File: config.mk
export PLATFORM = sky130hd
export DESIGN_NAME = salc_front
export DESIGN_NICKNAME = d
export VERILOG_FILES = /design/src/hdl/salc_pkg.sv /design/src/hdl/salc_front.sv
export SDC_FILE = /design/constraint.sdc
export NUM_CORES = 1
export LEC_CHECK = 0
export ABC_AREA = 0
export BUFFER_PORTS_ARGS = -buffer_cell sky130_fd_sc_hd__clkbuf_2
export CORE_ASPECT_RATIO = 2
export CORE_MARGIN = 2
export CORE_UTILIZATION = 30
export CTS_CLUSTER_SIZE = 30
export DETAILED_ROUTE_END_ITERATION = 10
export GPL_ROUTABILITY_DRIVEN = 0
export SLEW_MARGIN = 20
export SYNTH_ARGS = -nofsm -noshare
export SYNTH_HDL_FRONTEND = slang
export SYNTH_SLANG_ARGS = --single-unit
File: constraint.sdc
create_clock -name clk -period 3.75 [get_ports clk]
set_clock_uncertainty 0.1 [all_clocks]
set_input_delay 0.1875 -clock clk [delete_from_list [all_inputs] [get_ports clk]]
set_output_delay 0.1875 -clock clk [all_outputs]
set_load 0.01 [all_outputs]
File: src/hdl/salc_pkg.sv
`timescale 1ns / 1ps
`default_nettype none
// ---------------------------------------------------------------------------
// salc_pkg
// shared constants and types for the set-associative cache with write buffer
// ---------------------------------------------------------------------------
package salc_pkg;
    localparam int WAYS = 4;
    localparam int SETS = 64;
    localparam int LINE_BYTES = 64;
    localparam int BUFFER_DEPTH = 8;
    localparam int ADDR_BITS = 32;
    localparam int WAY_W = (WAYS > 1) ? $clog2(WAYS) : 1;
    localparam int SET_W = (SETS > 1) ? $clog2(SETS) : 1;
    localparam int OFF_W = $clog2(LINE_BYTES);
    localparam int TAG_W = ADDR_BITS - OFF_W - ((SETS > 1) ? $clog2(SETS) : 0);
    localparam int BUF_W = (BUFFER_DEPTH > 1) ? $clog2(BUFFER_DEPTH) : 1;
    localparam int CNT_W = $clog2(BUFFER_DEPTH + 1);
    localparam int QDEPTH = 2;

    localparam logic [1:0] REG_HIT = 2'd0;
    localparam logic [1:0] REG_SEARCH = 2'd1;
    localparam logic [1:0] REG_DRAIN = 2'd2;

    typedef struct packed {
        logic                 flush;
        logic [ADDR_BITS-1:0] addr;
    } req_t;

    typedef struct packed {
        logic        hit;
        logic [17:0] penalty;
        logic        restored;
        logic        written;
        logic [1:0]  way;
        logic [3:0]  level;
        logic [31:0] accesses;
        logic [31:0] misses;
    } res_t;

    typedef enum logic [2:0] {
        ST_IDLE,
        ST_READ,
        ST_CALC,
        ST_CLEAR,
        ST_OUT
    } state_t;
endpackage
`default_nettype wire

File: src/hdl/salc_front.sv
`timescale 1ns / 1ps
`default_nettype none
// ---------------------------------------------------------------------------
// salc_front
// input item queue between the stream port and the cache engine
// ---------------------------------------------------------------------------
module salc_front
    import salc_pkg::*;
(
    input  wire          clk,
    input  wire          rst_n,
    input  wire          in_valid,
    output logic         in_ready,
    input  wire req_t    in_req,
    output logic         q_valid,
    input  wire          q_pop,
    output req_t         q_req
);
    req_t        mem_reg [QDEPTH];
    logic        wp_reg, rp_reg;
    logic [1:0]  cnt_reg;
    logic        push;

    assign in_ready = (cnt_reg != 2'(QDEPTH));
    assign push = in_valid && in_ready;
    assign q_valid = (cnt_reg != 2'd0);
    assign q_req = mem_reg[rp_reg];

    always_ff @(posedge clk)
    begin
        if (push)
        begin
            mem_reg[wp_reg] <= in_req;
        end
    end

    always_ff @(posedge clk or negedge rst_n)
    begin
        if (!rst_n)
        begin
            wp_reg <= 1'b0;
            rp_reg <= 1'b0;
            cnt_reg <= 2'd0;
        end
        else
        begin
            if (push)
            begin
                wp_reg <= ~wp_reg;
            end
            if (q_pop && q_valid)
            begin
                rp_reg <= ~rp_reg;
            end
            cnt_reg <= cnt_reg + 2'(push) - 2'(q_pop && q_valid);
        end
    end
endmodule
`default_nettype wire

=== Word level (Yosys, flattened, before mapping) ===
Memory sizes are Yosys's and may differ from the RTL's.
Cells that the tools add are included.

* Memories: 1
* Logic and storage cells: 14
* Output and inout port bits: 35
* Flip-flop bits (word level): 4
* Bits of input ports: 37
* Memory bits (writable): 66

{| class="wikitable"
|+ Memory list
! name !! words !! bits a word !! rd ports !! clocked after memory_dff !! write ports !! RTL line !! text
|-
| mem_reg || 2 || 33 || 1 || 0 || 1 || salc_front.sv:19 || <nowiki>req_t mem_reg [QDEPTH];</nowiki>
|}

* Equal/unequal tests: 1
* Bitwise gates (word level): 2
* Reduce and logical (&&, ||, !) cells: 3
* Mux-type cells: 2
* Add/subtract/negate cells: 2

{| class="wikitable"
|+ Operators with widths
! kind !! count
|-
| 2-bit by 1-bit adder with 2-bit output || 1
|-
| 1-bit logical AND || 2
|-
| 1-bit 2-to-1 mux || 2
|-
| 2-bit inequality test, second input constant || 1
|-
| 1-bit inverter || 2
|-
| 2-bit nonzero test || 1
|-
| 2-bit by 1-bit subtractor with 2-bit output || 1
|}

=== Longest topological paths before layout ===
* Depth after elaboration: 4
* Gate-level depth with buffers: 7

=== Worst setup path after synthesis ===
OpenSTA, ideal clock, no wires.

* Kind: register -> register
* Start point: register cnt_reg[1]
* End point: memory mem_reg[0][0] in the netlist's numbering, enable pin
* Arrival: 2.059 ns
* Setup slack: 1.168 ns
* Data required time: 3.227 ns
* Stages on the path, launching flop included: 4
* Cell sequence: dfrtp_1 nand2b_1 nand2_1 nor2_1

* Word-level cells in the longest chain between the ends: 4

{| class="wikitable"
|+ RTL lines
! item !! RTL line !! text
|-
| from (decl) || salc_front.sv:21 || <nowiki>logic [1:0] cnt_reg;</nowiki>
|-
| from (signal assigned) || salc_front.sv:55 || <nowiki>cnt_reg <= cnt_reg + 2'(push) - 2'(q_pop && q_valid);</nowiki>
|-
| 2-bit inequality test || salc_front.sv:24 || <nowiki>assign in_ready = (cnt_reg != 2'(QDEPTH));</nowiki>
|-
| named net in_ready || salc_front.sv:13 || <nowiki>output logic in_ready,</nowiki>
|-
| 1-bit logical AND || salc_front.sv:25 || <nowiki>assign push = in_valid && in_ready;</nowiki>
|-
| 1-bit 2-to-1 mux || salc_front.sv:31 || <nowiki>if (push)</nowiki>
|-
| 1-bit 2-to-1 mux (implied by the code) || salc_front.sv:33 || <nowiki>mem_reg[wp_reg] <= in_req;</nowiki>
|-
| to (decl) || salc_front.sv:19 ||
|}

The timed path passes the listed nets, and every way through them passes these cells.

==> results.txt <==
status: finished, final reports clean
startpoint types: register
# DRC: 0
H-tree depth: 3
Starting Density: 30.4%
sequential element share of the synthesized area: 76.9%
Worst Path Required: 3.46 ns
crit path DAT: 1.92 ns
max-cap violations: 0
worst slew pin tran: 1.03 ns
CTS tree: yes
max reg flops: 66
largest net degree at the start of global routing: 35
Syn. warnings: 0
TritonCTS buffer count: 9
CP Class: register to output pin
non-filler cells in the finished layout: 339
Antenna Cells: 0
port bufs: 71
Max stage delay on crit path: 1.05 ns
clock sinks: 70
CP max stage cell: dfrtp_2
final setup fails: 0
leakage: 1.55 nW
area post-placement: 0.00315 sq mm
hpwl dp: 2960 microns
WL/cell: 13.8 microns
Pwr per Cell Area: 750 mW/mm^2
Unique masters post-synth: 15
top_reg_cell synth: edfxtp_1
area grow syn2layout: 40.2%
postcts setup bufs: 0
Final nets: 271
initial DRC count: 37
first-pass GRT wire length: 7330 microns
Skew-Pair Late Insertion Delay: 0.32 ns
Final Hold Viols: 0
Crit Path Max Fanout: 34
placed cell count: 289
ratio of cells with drive above 1 in the final layout: 52.3%
vias in the first global route: 1558
post-DR vias/cell: 4.19
Rel. slew slack: 31.0%
Chip Height: 138 microns
Post-synth ARST share: 5.71%
Peak Freq: 453 MHz
first drt pass iteration count: 4
CP cell instances: mux2_2 > clkbuf_2
Post-Route Utilization: 42.7%
Core Box Area: 0.00889 sq mm
Post-synth EDFFs: 66
Slew Limit Fails: 0
grt ovf: 0
Gate Count Post-Synth: 120
post-route ant nets: 0
hold_ws: 0.0635 ns
initial antenna violation count: 0
Mean Syn Cell Area: 22.6 sq um
Final period util: 58.9%
Hold Crit Class: input pin to register
post-synth top area cell: edfxtp_1
design area: 0.00379 sq mm
width of the die: 71.2 microns
clk buf depth: 2
global-route usage over all layers: 10.2%
syn_nets: 159
Synth area leaders: edfxtp_1 (73%), mux2_4 (16%), dfrtp_1 (3.7%), buf_6 (1.7%), mux2_2 (1.7%)
most common cell in the netlist: edfxtp_1
routed via count: 1421
TNS Setup: 0 ns
RSZ-0062 raised after global routing: false
Post-Syn Area: 0.00271 sq mm
Root Driver: clkbuf_16
fin crit period: 2.21 ns
Row Count: 49
num ports: 72
synthesized flop and latch total: 70
Worst setup EP type: output pin
Die ar.: 0.00984 sq mm
top cells by instance count after synthesis: edfxtp_1 (66), mux2_4 (29), buf_6 (4), dfrtp_1 (4), mux2_2 (4)
top cell type's share of synthesized area: 73.2%
VDD IR-drop max: 500 uV
Worst-path clk slew: 0.06 ns
Total Wirelength: 4680 microns
==> worst max-delay path: cells and delay by family (launching register included) <==
kind | cells | cell delay, ns
flops | 1 | 1.05
mux | 1 | 0.42
buf+inv | 1 | 0.13
==> power by group <==
group / internal (W) / switching, W
logic: 0.000455 / 0.000340
registers: 0.00108 / 0.000146
clock network: 0.000516 / 0.000311
total: 0.00205 / 0.000797
==> cell type report <==
cell class	instances	area, sq um
Clock buffer	9	225
Multi-Input combinational cell	45	584
Tap cell	102	128
Sequential cell	70	2080
Inverter	1	3.75
Clock inverter	7	73.8
Timing Repair Buffer	105	696
Fill cell	794	5100
==> layout by cell type (no fill, tap or decap) <==
cell	synthesis	layout
and2_4	1	1
and3_2	0	1
bufinv_16	0	1
clkbuf_16	0	9
clkbuf_2	0	71
clkinv_2	0	2
clkinv_4	0	2
clkinvlp_4	0	1
dfrtp_1	4	3
dfrtp_2	0	1
dlygate4sd3_1	0	34
edfxtp_1	66	66
ha_1	2	2
inv_1	1	1
inv_6	0	1
mux2_2	4	4
mux2_4	29	29
nand2_1	1	1
nand2b_1	1	1
nor2_4	0	1
or2_1	1	1
xnor2_1	3	3
xor2_1	1	1
==> final timing paths <==
| kind | from | endpoint | slack (ns) | cells after the start |
|---|---|---|---|---|
| max reg2reg | cnt_reg[1] | mem_reg[0][21] | 1.82 | 3 |
| max in group asynchronous | rst_n | rp_reg | 3.31 | 2 |
| min | q_pop | rp_reg | 0.06 | 3 |
| min reg2reg | cnt_reg[0] | cnt_reg[0] | 0.42 | 1 |
| max | rp_reg | q_req[1] | 1.54 | 2 |
| min in group asynchronous | rst_n | cnt_reg[0] | 0.10 | 2 |
==> layer usage <==
metal	vias up	global-route usage (%)	wire (microns)
met3	8	2.92	207
met2	42	17.4	2670
met1	682	9.87	1670
met4	0	8.04	141
met5	-	0	0
li1	689	-	-
==> cells by family (layout without fill, tap and decap cells) <==
kind of cell  after synthesis  after routing  synth area share, %
fa+ha+maj                   2              2                0.924
simple gates                6              6                 1.29
flops                      70             70                 76.9
buf+inv                     5            122                 1.80
xor+xnor                    4              4                 1.29
mux                        33             33                 17.8
==> stage by stage <==
stage                     power, W  setup WS [ns]
after floorplan            0.00177           1.17
after global placement     0.00202           1.83
after detailed placement   0.00203           1.78
after CTS                  0.00289           1.48
after global routing       0.00299           1.40
final                      0.00284           1.54
==> timing repair <==
item | CTS | global route
gates resized for setup | 0 | 0
endpoints found under the hold margin | 70 | 0
hold buffers | 34 | 0
Power figures use the tool's default switching activity.
